**config.mk**
```make
export PLATFORM = sky130hd
export DESIGN_NAME = ranging_sensor_command_link_core_flat
export DESIGN_NICKNAME = d
export VERILOG_FILES = /design/src/sv/rscl_pkg.sv /design/src/sv/rscl_if.sv /design/src/sv/rscl_engine.sv /design/src/sv/rscl_serializer.sv /design/src/sv/ranging_sensor_command_link_core.sv /design/src/flat_wrapper.sv
export SDC_FILE = /design/constraint.sdc
export NUM_CORES = 1
export LEC_CHECK = 0
export BUFFER_PORTS_ARGS = -buffer_cell sky130_fd_sc_hd__buf_2
export CAP_MARGIN = 0
export CORE_ASPECT_RATIO = 1.75
export CORE_UTILIZATION = 45
export CTS_CLUSTER_DIAMETER = 40
export CTS_CLUSTER_SIZE = 16
export DETAILED_ROUTE_END_ITERATION = 10
export GPL_ROUTABILITY_DRIVEN = 1
export GPL_TIMING_DRIVEN = 0
export PLACE_DENSITY = 0.7
export SKIP_CTS_REPAIR_TIMING = 1
export SYNTH_ARGS = -nofsm -noshare
export SYNTH_HDL_FRONTEND = slang
export SYNTH_SLANG_ARGS = --single-unit
```
**constraint.sdc**
```tcl
create_clock -name i_clk -period 5.29 [get_ports i_clk]
set_input_delay 0.7935 -clock i_clk [delete_from_list [all_inputs] [get_ports i_clk]]
set_output_delay 0.7935 -clock i_clk [all_outputs]
set_load 0.02 [all_outputs]
```
**src/sv/rscl_pkg.sv**
```systemverilog
// Shared types and constants of the ranging sensor command link.
package rscl_pkg;

    localparam int FRAME_BYTES = 4;
    localparam int CMD_BYTES   = FRAME_BYTES - 1;

    // Request opcodes
    localparam logic [2:0] OP_DIST     = 3'd0;
    localparam logic [2:0] OP_TEMP     = 3'd1;
    localparam logic [2:0] OP_EEREAD   = 3'd2;
    localparam logic [2:0] OP_EEWRITE  = 3'd3;
    localparam logic [2:0] OP_RXBYTE   = 3'd4;
    localparam logic [2:0] OP_TIMEOUT  = 3'd5;

    // Completion status codes
    localparam logic [1:0] ST_OK     = 2'd0;
    localparam logic [1:0] ST_NOTSUP = 2'd1;
    localparam logic [1:0] ST_RANGE  = 2'd2;
    localparam logic [1:0] ST_FAILED = 2'd3;

    // Result kinds
    localparam logic KIND_TX   = 1'b0;
    localparam logic KIND_DONE = 1'b1;

    // Configuration register indexes
    localparam logic CFG_WIRED_ANALOG = 1'b0;
    localparam logic CFG_MAX_ATTEMPTS = 1'b1;

    // Sensor command bytes
    localparam logic [7:0] CMD_DIST    = 8'h22;
    localparam logic [7:0] CMD_TEMP    = 8'h11;
    localparam logic [7:0] CMD_EEREAD  = 8'h33;
    localparam logic [7:0] CMD_EEWRITE = 8'h44;

    localparam logic [7:0] EE_ADDR_MAX   = 8'h04;
    localparam int         ANGLE_STEP    = 6;
    localparam int         ANGLE_ARG_MAX = 46;
    localparam int         ANGLE_SHIFT   = 12;
    localparam int         ANGLE_RECIP   = ((1 << ANGLE_SHIFT) + ANGLE_STEP - 1) / ANGLE_STEP;

    localparam logic [7:0] TEMP_MAG_MASK  = 8'h0f;
    localparam logic [7:0] TEMP_SIGN_MASK = 8'hf0;

    localparam logic [3:0] MAX_ATTEMPTS_RESET = 4'd10;

    typedef logic [7:0] t_byte;
    typedef t_byte [CMD_BYTES-1:0] t_frame;

    typedef struct packed {
        logic       wired_analog;
        logic [3:0] max_attempts;
    } t_cfg;

    // What one request leaves for the output side: a whole command frame or a completion.
    typedef struct packed {
        logic        is_frame;
        t_frame      bytes;
        logic [1:0]  status;
        logic [15:0] reading;
        logic        reading_negative;
    } t_bundle;

endpackage

```
**src/sv/rscl_if.sv**
```systemverilog
// Handshake interfaces of the ranging sensor command link.
interface rscl_req_if;
    logic       valid;
    logic       ready;
    logic [2:0] opcode;
    logic [8:0] angle_degrees;
    logic [7:0] eeprom_address;
    logic [7:0] eeprom_data;
    logic [7:0] received_byte;

    modport source(output valid, output opcode, output angle_degrees, output eeprom_address,
                   output eeprom_data, output received_byte, input ready);
    modport sink(input valid, input opcode, input angle_degrees, input eeprom_address,
                 input eeprom_data, input received_byte, output ready);
endinterface

interface rscl_res_if;
    logic        valid;
    logic        ready;
    logic        kind;
    logic [7:0]  transmit_byte;
    logic        frame_last;
    logic [1:0]  status;
    logic [15:0] reading;
    logic        reading_negative;

    modport source(output valid, output kind, output transmit_byte, output frame_last,
                   output status, output reading, output reading_negative, input ready);
    modport sink(input valid, input kind, input transmit_byte, input frame_last,
                 input status, input reading, input reading_negative, output ready);
endinterface

interface rscl_cfg_if;
    logic       valid;
    logic       ready;
    logic       index;
    logic [3:0] data;

    modport source(output valid, output index, output data, input ready);
    modport sink(input valid, input index, input data, output ready);
endinterface

```
**src/sv/rscl_engine.sv**
```systemverilog
// Request decode, link state and retry control of the command link.
module rscl_engine (
    input  logic             i_clk,
    input  logic             i_rst_n,
    input  logic             i_accept,
    input  logic [2:0]       i_opcode,
    input  logic [8:0]       i_angle_degrees,
    input  logic [7:0]       i_eeprom_address,
    input  logic [7:0]       i_eeprom_data,
    input  logic [7:0]       i_received_byte,
    input  rscl_pkg::t_cfg   i_cfg,
    output logic             o_push,
    output rscl_pkg::t_bundle o_bundle
);
    import rscl_pkg::*;

    localparam int PROD_W = 9 + ANGLE_SHIFT + 1;

    logic        r_busy,     n_busy;
    logic [1:0]  r_pending,  n_pending;
    t_frame      r_cmd,      n_cmd;
    t_frame      r_resp,     n_resp;
    logic [1:0]  r_count,    n_count;
    logic [3:0]  r_attempts, n_attempts;

    logic [PROD_W-1:0] angle_prod;
    t_byte             angle_arg;
    t_frame            new_cmd;
    logic              range_bad;
    t_byte             resp_sum;
    logic              retry;
    t_byte             h_byte;
    t_byte             l_byte;

    // angle / 6 by reciprocal multiply, exact for any 9-bit angle
    assign angle_prod = PROD_W'(i_angle_degrees) * PROD_W'(ANGLE_RECIP);
    assign angle_arg  = 8'(angle_prod[PROD_W-1:ANGLE_SHIFT]);
    assign resp_sum   = r_resp[0] + r_resp[1] + r_resp[2];
    assign h_byte     = r_resp[1];
    assign l_byte     = r_resp[2];

    always_comb begin
        new_cmd   = '0;
        range_bad = 1'b0;
        case (i_opcode)
            OP_DIST: begin
                new_cmd   = {8'h00, angle_arg, CMD_DIST};
                range_bad = (angle_arg > 8'(ANGLE_ARG_MAX));
            end
            OP_TEMP: begin
                new_cmd = {8'h00, 8'h00, CMD_TEMP};
            end
            OP_EEREAD: begin
                new_cmd   = {8'h00, i_eeprom_address, CMD_EEREAD};
                range_bad = (i_eeprom_address > EE_ADDR_MAX);
            end
            default: begin
                new_cmd   = {i_eeprom_data, i_eeprom_address, CMD_EEWRITE};
                range_bad = (i_eeprom_address > EE_ADDR_MAX);
            end
        endcase
    end

    always_comb begin
        n_busy     = r_busy;
        n_pending  = r_pending;
        n_cmd      = r_cmd;
        n_resp     = r_resp;
        n_count    = r_count;
        n_attempts = r_attempts;
        retry      = 1'b0;
        o_push     = 1'b0;
        o_bundle   = '{is_frame: 1'b0, bytes: r_cmd, status: ST_OK,
                       reading: 16'h0000, reading_negative: 1'b0};
        if (i_accept) begin
            case (i_opcode)
                OP_DIST, OP_TEMP, OP_EEREAD, OP_EEWRITE: begin
                    if (!r_busy) begin
                        o_push = 1'b1;
                        if (i_cfg.wired_analog) begin
                            o_bundle.status = ST_NOTSUP;
                        end else if (range_bad) begin
                            o_bundle.status = ST_RANGE;
                        end else begin
                            n_cmd             = new_cmd;
                            n_pending         = i_opcode[1:0];
                            n_busy            = 1'b1;
                            n_attempts        = 4'd1;
                            n_count           = 2'd0;
                            o_bundle.is_frame = 1'b1;
                            o_bundle.bytes    = new_cmd;
                        end
                    end
                end
                OP_RXBYTE: begin
                    if (r_busy) begin
                        if (r_count != 2'(CMD_BYTES)) begin
                            n_resp[r_count] = i_received_byte;
                            n_count         = r_count + 2'd1;
                        end else if (resp_sum == i_received_byte) begin
                            n_busy  = 1'b0;
                            n_count = 2'd0;
                            o_push  = 1'b1;
                            case (r_pending)
                                OP_DIST[1:0]: o_bundle.reading = {h_byte, l_byte};
                                OP_TEMP[1:0]: begin
                                    o_bundle.reading          = {4'h0, h_byte[3:0], l_byte}
                                                                & {4'h0, TEMP_MAG_MASK[3:0], 8'hff};
                                    o_bundle.reading_negative = |(h_byte & TEMP_SIGN_MASK);
                                end
                                OP_EEREAD[1:0]: o_bundle.reading = {8'h00, l_byte};
                                default:        o_bundle.reading = 16'h0000;
                            endcase
                        end else begin
                            retry = 1'b1;
                        end
                    end
                end
                OP_TIMEOUT: begin
                    retry = r_busy;
                end
                default: begin
                end
            endcase

            // resend the stored frame, or give up once the budget is spent
            if (retry) begin
                o_push  = 1'b1;
                n_count = 2'd0;
                if (r_attempts < i_cfg.max_attempts) begin
                    n_attempts        = r_attempts + 4'd1;
                    o_bundle.is_frame = 1'b1;
                end else begin
                    n_busy          = 1'b0;
                    o_bundle.status = ST_FAILED;
                end
            end
        end
    end

    always_ff @(posedge i_clk) begin
        if (!i_rst_n) begin
            r_busy     <= 1'b0;
            r_pending  <= 2'd0;
            r_count    <= 2'd0;
            r_attempts <= 4'd0;
        end else begin
            r_busy     <= n_busy;
            r_pending  <= n_pending;
            r_count    <= n_count;
            r_attempts <= n_attempts;
        end
    end

    always_ff @(posedge i_clk) begin
        r_cmd  <= n_cmd;
        r_resp <= n_resp;
    end

endmodule

```
**src/sv/rscl_serializer.sv**
```systemverilog
// Holding slot and byte sequencer that turns request outcomes into result beats.
module rscl_serializer (
    input  logic              i_clk,
    input  logic              i_rst_n,
    input  logic              i_push,
    input  rscl_pkg::t_bundle i_bundle,
    output logic              o_slot_free,
    output logic              o_valid,
    input  logic              i_ready,
    output logic              o_kind,
    output logic [7:0]        o_transmit_byte,
    output logic              o_frame_last,
    output logic [1:0]        o_status,
    output logic [15:0]       o_reading,
    output logic              o_reading_negative
);
    import rscl_pkg::*;

    localparam logic [1:0] LAST_BEAT = 2'(FRAME_BYTES - 1);

    logic      r_slot_v;
    t_bundle   r_slot;
    logic      r_cur_v;
    t_bundle   r_cur;
    logic [1:0] r_idx;

    logic  last_beat;
    logic  cur_done;
    logic  slot_move;
    t_byte frame_sum;

    assign last_beat = !r_cur.is_frame || (r_idx == LAST_BEAT);
    assign cur_done  = r_cur_v && i_ready && last_beat;
    assign slot_move = r_slot_v && (!r_cur_v || cur_done);
    assign frame_sum = r_cur.bytes[0] + r_cur.bytes[1] + r_cur.bytes[2];

    assign o_slot_free = !r_slot_v;
    assign o_valid     = r_cur_v;

    always_comb begin
        o_kind             = r_cur.is_frame ? KIND_TX : KIND_DONE;
        o_frame_last       = r_cur.is_frame && (r_idx == LAST_BEAT);
        o_status           = r_cur.is_frame ? ST_OK : r_cur.status;
        o_reading          = r_cur.is_frame ? 16'h0000 : r_cur.reading;
        o_reading_negative = !r_cur.is_frame && r_cur.reading_negative;
        o_transmit_byte    = 8'h00;
        if (r_cur.is_frame) begin
            if (r_idx == LAST_BEAT) begin
                o_transmit_byte = frame_sum;
            end else begin
                o_transmit_byte = r_cur.bytes[r_idx];
            end
        end
    end

    always_ff @(posedge i_clk) begin
        if (!i_rst_n) begin
            r_slot_v <= 1'b0;
            r_cur_v  <= 1'b0;
            r_idx    <= 2'd0;
        end else begin
            if (i_push) begin
                r_slot_v <= 1'b1;
            end else if (slot_move) begin
                r_slot_v <= 1'b0;
            end
            if (slot_move) begin
                r_cur_v <= 1'b1;
                r_idx   <= 2'd0;
            end else if (cur_done) begin
                r_cur_v <= 1'b0;
            end else if (r_cur_v && i_ready) begin
                r_idx <= r_idx + 2'd1;
            end
        end
    end

    always_ff @(posedge i_clk) begin
        if (i_push) begin
            r_slot <= i_bundle;
        end
        if (slot_move) begin
            r_cur <= r_slot;
        end
    end

endmodule

```
**src/sv/ranging_sensor_command_link_core.sv**
```systemverilog
// Top level of the ranging sensor command link, host side.
//
//  channel | dir | carries
//  --------+-----+------------------------------------------------------------
//  i_req   | in  | request: opcode, angle, EEPROM address/data, received byte
//  o_res   | out | result: transmit byte (frame beat) or completion with reading
//  i_cfg   | in  | register write: index 0 wired_analog, index 1 max_attempts
//
// A request is decoded and the link state updated in the cycle it is taken;
// its outcome lands in a one-entry holding slot, then in the output register
// once the current result has left. A frame send is four beats, a completion
// one; one beat leaves per cycle while o_res.ready is high, and the slot can
// take the next outcome while a frame is still being sent. i_req.ready is high
// whenever the holding slot is empty and reset is released; an output stall
// holds the current beat and, once the slot fills, holds off new requests.
// Reset is synchronous, active low, and returns the link to idle with
// max_attempts at ten and analog wiring off; i_cfg is ready outside reset.
module ranging_sensor_command_link_core (
    input logic      i_clk,
    input logic      i_rst_n,
    rscl_req_if.sink   i_req,
    rscl_res_if.source o_res,
    rscl_cfg_if.sink   i_cfg
);
    import rscl_pkg::*;

    t_cfg    r_cfg;
    logic    req_accept;
    logic    push;
    t_bundle bundle;
    logic    slot_free;

    // hold off both input channels while reset is applied
    assign i_cfg.ready = i_rst_n;
    assign i_req.ready = slot_free && i_rst_n;
    assign req_accept  = i_req.valid && i_req.ready;

    // configuration registers; write them only while the link is idle
    always_ff @(posedge i_clk) begin
        if (!i_rst_n) begin
            r_cfg.wired_analog <= 1'b0;
            r_cfg.max_attempts <= MAX_ATTEMPTS_RESET;
        end else if (i_cfg.valid) begin
            case (i_cfg.index)
                CFG_WIRED_ANALOG: r_cfg.wired_analog <= i_cfg.data[0];
                CFG_MAX_ATTEMPTS: r_cfg.max_attempts <= i_cfg.data;
                default: begin
                end
            endcase
        end
    end

    // decode, range check, response collection and retry budget
    rscl_engine u_engine (
        .i_clk            (i_clk),
        .i_rst_n          (i_rst_n),
        .i_accept         (req_accept),
        .i_opcode         (i_req.opcode),
        .i_angle_degrees  (i_req.angle_degrees),
        .i_eeprom_address (i_req.eeprom_address),
        .i_eeprom_data    (i_req.eeprom_data),
        .i_received_byte  (i_req.received_byte),
        .i_cfg            (r_cfg),
        .o_push           (push),
        .o_bundle         (bundle)
    );

    // hold the outcome, then advance through the frame bytes one per cycle while o_res.ready is high
    rscl_serializer u_serializer (
        .i_clk              (i_clk),
        .i_rst_n            (i_rst_n),
        .i_push             (push),
        .i_bundle           (bundle),
        .o_slot_free        (slot_free),
        .o_valid            (o_res.valid),
        .i_ready            (o_res.ready),
        .o_kind             (o_res.kind),
        .o_transmit_byte    (o_res.transmit_byte),
        .o_frame_last       (o_res.frame_last),
        .o_status           (o_res.status),
        .o_reading          (o_res.reading),
        .o_reading_negative (o_res.reading_negative)
    );

endmodule

```
**src/flat_wrapper.sv**
```systemverilog
// flat-port wrapper written by rule: the top's interface ports become plain ports
module ranging_sensor_command_link_core_flat import rscl_pkg::*;
  (i_clk, i_rst_n, i_req_valid, i_req_opcode, i_req_angle_degrees, i_req_eeprom_address, i_req_eeprom_data, i_req_received_byte, i_req_ready, o_res_valid, o_res_kind, o_res_transmit_byte, o_res_frame_last, o_res_status, o_res_reading, o_res_reading_negative, o_res_ready, i_cfg_valid, i_cfg_index, i_cfg_data, i_cfg_ready);
  rscl_req_if i_req_i ();
  rscl_res_if o_res_i ();
  rscl_cfg_if i_cfg_i ();
  input logic i_clk;
  input logic i_rst_n;
  input wire logic [$bits(i_req_i.valid)-1:0] i_req_valid;
  input wire logic [$bits(i_req_i.opcode)-1:0] i_req_opcode;
  input wire logic [$bits(i_req_i.angle_degrees)-1:0] i_req_angle_degrees;
  input wire logic [$bits(i_req_i.eeprom_address)-1:0] i_req_eeprom_address;
  input wire logic [$bits(i_req_i.eeprom_data)-1:0] i_req_eeprom_data;
  input wire logic [$bits(i_req_i.received_byte)-1:0] i_req_received_byte;
  output wire logic [$bits(i_req_i.ready)-1:0] i_req_ready;
  output wire logic [$bits(o_res_i.valid)-1:0] o_res_valid;
  output wire logic [$bits(o_res_i.kind)-1:0] o_res_kind;
  output wire logic [$bits(o_res_i.transmit_byte)-1:0] o_res_transmit_byte;
  output wire logic [$bits(o_res_i.frame_last)-1:0] o_res_frame_last;
  output wire logic [$bits(o_res_i.status)-1:0] o_res_status;
  output wire logic [$bits(o_res_i.reading)-1:0] o_res_reading;
  output wire logic [$bits(o_res_i.reading_negative)-1:0] o_res_reading_negative;
  input wire logic [$bits(o_res_i.ready)-1:0] o_res_ready;
  input wire logic [$bits(i_cfg_i.valid)-1:0] i_cfg_valid;
  input wire logic [$bits(i_cfg_i.index)-1:0] i_cfg_index;
  input wire logic [$bits(i_cfg_i.data)-1:0] i_cfg_data;
  output wire logic [$bits(i_cfg_i.ready)-1:0] i_cfg_ready;
  assign i_req_i.valid = i_req_valid;
  assign i_req_i.opcode = i_req_opcode;
  assign i_req_i.angle_degrees = i_req_angle_degrees;
  assign i_req_i.eeprom_address = i_req_eeprom_address;
  assign i_req_i.eeprom_data = i_req_eeprom_data;
  assign i_req_i.received_byte = i_req_received_byte;
  assign i_req_ready = i_req_i.ready;
  assign o_res_valid = o_res_i.valid;
  assign o_res_kind = o_res_i.kind;
  assign o_res_transmit_byte = o_res_i.transmit_byte;
  assign o_res_frame_last = o_res_i.frame_last;
  assign o_res_status = o_res_i.status;
  assign o_res_reading = o_res_i.reading;
  assign o_res_reading_negative = o_res_i.reading_negative;
  assign o_res_i.ready = o_res_ready;
  assign i_cfg_i.valid = i_cfg_valid;
  assign i_cfg_i.index = i_cfg_index;
  assign i_cfg_i.data = i_cfg_data;
  assign i_cfg_ready = i_cfg_i.ready;
  ranging_sensor_command_link_core u_core (.i_clk(i_clk), .i_rst_n(i_rst_n), .i_req(i_req_i), .o_res(o_res_i), .i_cfg(i_cfg_i));
endmodule
```
After elaboration in Yosys (flattened, before gate mapping). Index checks and enable logic that the tools add are counted.

Logic and storage cells: 164. Input port bits: 46. Register bits after elaboration: 154. Output and inout bits: 32.

Reduce and logical (&&, ||, !) cells: 29. Multiply operators: 1. Add/subtract/negate cells: 7. Bitwise gates (word level): 10. Mux-type cells: 67. $lt $le $gt $ge: 6. Equality and inequality tests: 15.

Operators with widths (number): $pmux W24 S3 (1); $mux W17 (4); $mux W27 (2); $mux W25 (2); $pmux W16 S3 (1); $mux W43 (1); $add A8 B8 Y8 (4); $mux W8 (4); $mux W1 (25); $bwmux W24 (1); $mux W2 (12); $mux W4 (6); $mul A9 B10 Y19 const B (1); $bmux W8 S2 (1); $demux W8 S2 (1); $mux W16 (1); $ne A3 B3 Y1 const B (4); $not A1 Y1 (10); $eq A8 B8 Y1 (1); $gt A8 B3 Y1 const B (1); $logic_and A1 B1 Y1 (8); $pmux W1 S2 (4); $reduce_or A4 Y1 (2); $gt A7 B6 Y1 const B (1); other kinds (26) (37).

Depth between registers and ports, before layout.
Word-level depth: 11. Gate-level depth with buffers: 18. Mapped depth without buffers: 17.

Cells and area by module. Synthesis repeated with hierarchy kept, for this count alone.

Cells, all modules: 666. Area total of the unflattened synthesis: 8394.3 µm².

Modules (own cells, without submodules): rscl_engine (cells each 427, area each 4519.3 µm², sequential area each 1471.4 µm², instances 1); rscl_serializer (cells each 214, area each 3653.5 µm², sequential area each 2722.6 µm², instances 1); ranging_sensor_command_link_core (cells each 25, area each 221.5 µm², sequential area each 100.1 µm², instances 1).

Least setup slack after synthesis. OpenSTA, ideal clock, no wires.

Kind: input port to flip-flop. From: in i_req_angle_degrees[3]. To: reg u_core.u_serializer.r_slot[36] (netlist bit), data pin. Arrival: 5.145 ns. Stages: 16. Required time: 5.030 ns. Library setup time: 0.260 ns. Setup slack: -0.116 ns. Cell sequence: ha_1 fa_1 fa_1 inv_1 fa_1 inv_1 ha_1 a21oi_1 o21ai_0 a211o_1 a221o_1 or4b_4 nand3_4 nor2_4 buf_6 mux2_4.

RTL lines: start, declared (RTL line flat_wrapper.sv:11) `input wire logic [$bits(i_req_i.angle_degrees)-1:0] i_req_angle_degrees;`; end signal, assigned (RTL line rscl_serializer.sv:80) `r_slot <= i_bundle;`; end, declared (RTL line rscl_serializer.sv:22) `t_bundle r_slot;`.

==> metrics.md <==
| Metric | Value |
|---|---|
| CTS HTree Levels | `4` |
| Chip width | `104 um` |
| Die Ht | `181 um` |
| Sequential area share after synthesis | `48.5%` |
| Critical path buffers and inverters | `4` |
| Worst VDD drop | `0.000214 V` |
| Final Cycle Share | `98.1%` |
| Power per Cell Area | `332 mW/mm^2` |
| Status | `finished clean` |
| Fin. Hold Viols | `0` |
| Final Max Slew Viols | `0` |
| Clk slew on worst S/H paths | `roughly 0.060 ns` |
| Area grow syn2layout | `20.1%` |
| Power, Total | `3.28 mW` |
| Syn. warnings | `0` |
| Initial Utilization | `45.8%` |
| Share of cells above drive strength 1 | `around 22%` |
| Slew margin rel. | `43.4%` |
| Inserted Clock Buffers | `17` |
| Fin crit period | `between 5 and 6 ns` |
| Row cnt | `65` |
| Async SR Flop Fraction | `0%` |
| Grt ovf | `0` |
| Synth Register Bits | `between 100 and 150` |
| Critical path class | `in2reg` |
| Commonest non-fill, non-tap cell in the layout | `edfxtp_1` |
| Pre-CTS WS | `-0.570 ns` |
| Most frequent CP cell | `fa_1` |
| Final ANT Viol Nets | `0` |
| Later-pin clock latency in the skew report | `0.41 ns` |
| DRT iter0 DRCs | `approximately 170` |
| Routed vias/inst | `between 5 and 6` |
| Placeable Area | `0.0180 mm^2` |
| Slowest CP cell | `fa_1` |
| DR WL/cell | `14.9 um` |
| Routability Congestion | `roughly 0.82` |
| Clock root buffer | `clkbuf_16` |
| Max cap viols | `0` |
| Skew final | `between 0.009 and 0.01 ns` |
| Critical path cell sequence | `clkbuf_4, ha_2, inv_1, fa_1, fa_1, fa_1, inv_1, ha_4, a21oi_4, o211ai_1, a211o_1, a221o_1, or4b_4, nand3_4, nor2_4, buf_12, mux2_4` |
| TritonCTS clock tree | `yes` |
| I/O pins | `78` |
| Initial antenna violation count | `1` |
| Syn_nets | `830` |
| IO Port Bufs | `76` |
| Vias post-DR | `5,293` |
| GRT Overall Usage | `17.0%` |
| PnR worst setup slack | `just over 0.1 ns` |
| Number of global-route vias before repair | `5,313` |
| DRC Markers | `0` |
| WL final | `approximately 16,000 um` |
| Die Area | `0.0189 mm^2` |
| Post-synthesis cell count | `about 700` |
| Static Leakage | `3.99 nW` |
| Top FF cell, synth | `edfxtp_1` |
| Mean Syn Cell Area | `approximately 12 um^2` |
| Crit start category | `input port` |
| Sink Count | `between 100 and 150` |
| Longest Clk Path Bufs | `2` |
| Final #Nets | `940` |
| Number of synthesized flops with an enable pin | `121` |
| Crit-path max FO | `11` |
| Largest stage delay, worst path | `0.55 ns` |
| DRT Pass-1 Iters | `5` |
| First-pass GRT wire length | `25,300 um` |
| Setup crit end kind | `register` |
| Synthesized area | `0.00824 mm^2` |
| Cell family with most CP delay | `adder cells` |
| Commonest cells after routing, fill and taps aside | `edfxtp_1, buf_2, inv_1` |
| Distinct cells, synth | `66` |
| Top achievable clock speed | `between 150 and 200 MHz` |
| Hold WS | `just over 0.4 ns` |
| Worst slew pin tran | `0.841 ns` |
| CP Data Arrival Time | `about 5.3 ns` |
| Largest net degree at the start of global routing | `29` |
| Setup violations, final | `0` |
| Worst EP required | `5.44 ns` |
| Dpl hpwl | `12,200 um` |
| Hold Path Class | `reg2reg` |
| Setup TNS | `0 ns` |
cell type report:
cell class                      count  area [um^2]
Tap cell                          234          293
Multi-Input combinational cell    452         4010
Inverter                           72          270
Clock inverter                     14          193
Antenna cell                        1         2.50
Buffer                             22          133
Timing Repair Buffer               91          573
Fill cell                        1488         8080
Sequential cell                   139         3990
Clock buffer                       17          425
power breakdown:
group	internal (mW)	leakage [nW]	switching [mW]	total, mW
logic	0.372	2.44	0.461	0.832
clock network	0.789	0.298	0.441	1.23
registers	1.21	1.24	0.0104	1.22
total	2.37	3.99	0.912	3.28
cells in the mapped netlist (2+ instances only):
cell	n	area (um^2)
nor3b_1	5	37.5
clkbuf_1	12	45.0
o41ai_1	2	17.5
a211oi_1	10	75.1
a221oi_1	2	17.5
or3_1	3	18.8
nor2_1	36	135
a21oi_1	37	185
buf_6	3	33.8
nor3_1	7	35.0
or2_2	2	12.5
mux2i_1	6	60.1
o21ai_0	17	85.1
nand4b_1	3	26.3
xnor2_1	18	158
a21o_1	9	67.6
a2111oi_0	2	17.5
nor2b_1	29	181
a21boi_0	2	15.0
and3_1	3	18.8
nand3_1	17	85.1
and2_1	27	169
o21a_1	3	22.5
nor4_1	3	18.8
nand2b_1	7	43.8
fa_1	35	701
a31oi_1	2	12.5
mux2_4	16	240
a32o_1	3	30.0
dfxtp_1	18	360
o21bai_1	2	15.0
xor2_1	10	87.6
a221o_1	3	30.0
inv_1	71	267
a21oi_2	2	17.5
nand2_1	34	128
buf_2	5	25.0
or4_1	3	22.5
nand3b_1	4	30.0
ha_1	64	801
edfxtp_1	121	3630
o211ai_1	3	22.5
worst paths after layout:
path	startpoint	endpoint	depth (start not counted)	slack (ns)
setup / recovery	i_req_angle_degrees[7]	u_core.u_serializer.r_slot[41]$_DFFE_PP_	17	0.10
hold / removal	u_core.u_serializer.r_slot[39]$_DFFE_PP_	u_core.u_serializer.r_cur[39]$_DFFE_PP_	0	0.41
setup reg to reg	u_core.u_engine.r_resp[1]$_DFFE_PP_	u_core.u_serializer.r_slot[8]$_SDFFCE_PP0P_	12	0.77
hold reg to reg	u_core.u_serializer.r_slot[39]$_DFFE_PP_	u_core.u_serializer.r_cur[39]$_DFFE_PP_	0	0.41
flip-flops by register name (all words and copies together), names as in the netlist:
name and count:
u_core.r_cfg 5, u_core.u_engine.h_byte 8, u_core.u_engine.l_byte 8, u_core.u_engine.r_attempts 4
u_core.u_engine.r_busy 1, u_core.u_engine.r_cmd 19, u_core.u_engine.r_count 2, u_core.u_engine.r_pending 2
u_core.u_engine.r_resp 8, u_core.u_serializer.o_valid 1, u_core.u_serializer.r_cur 39, u_core.u_serializer.r_idx 2
u_core.u_serializer.r_slot 39, u_core.u_serializer.r_slot_v 1
per-layer routing:
layer  vias to the layer above  share of wire [%]  routed length (um)  GRT usage (%)
met5                         -                  0                   0              0
met4                         0                2.0                 306           8.06
met3                        22                4.0                 618           3.21
met2                       104                 57                8840           32.8
met1                      2508                 37                5800           17.2
li1                       2659                  -                   -              -
metrics by stage:
| step | instance area, um^2 | instances | utilization (%) |
|---|---|---|---|
| after floorplan | 8270 | 685 | - |
| after global placement | 8940 | 995 | 49.8 |
| after detailed placement | 9010 | 997 | 50.2 |
| after CTS | 9630 | 1028 | 53.6 |
| after global routing | 9900 | 1042 | 55.1 |
| final | 9900 | 1042 | 55.1 |
kinds of logic after synthesis:
group	Yosys count	synth area share, %
buffers and inverters	94	4.68
AO/OA/AOI/OAI	114	9.46
flip-flops	139	48.5
AND/OR/NAND/NOR	188	12.4
adder cells (fa/ha/maj)	99	18.2
XOR/XNOR	28	2.98
multiplexers	23	3.78
No activity file was read; power rests on OpenSTA's default activity.
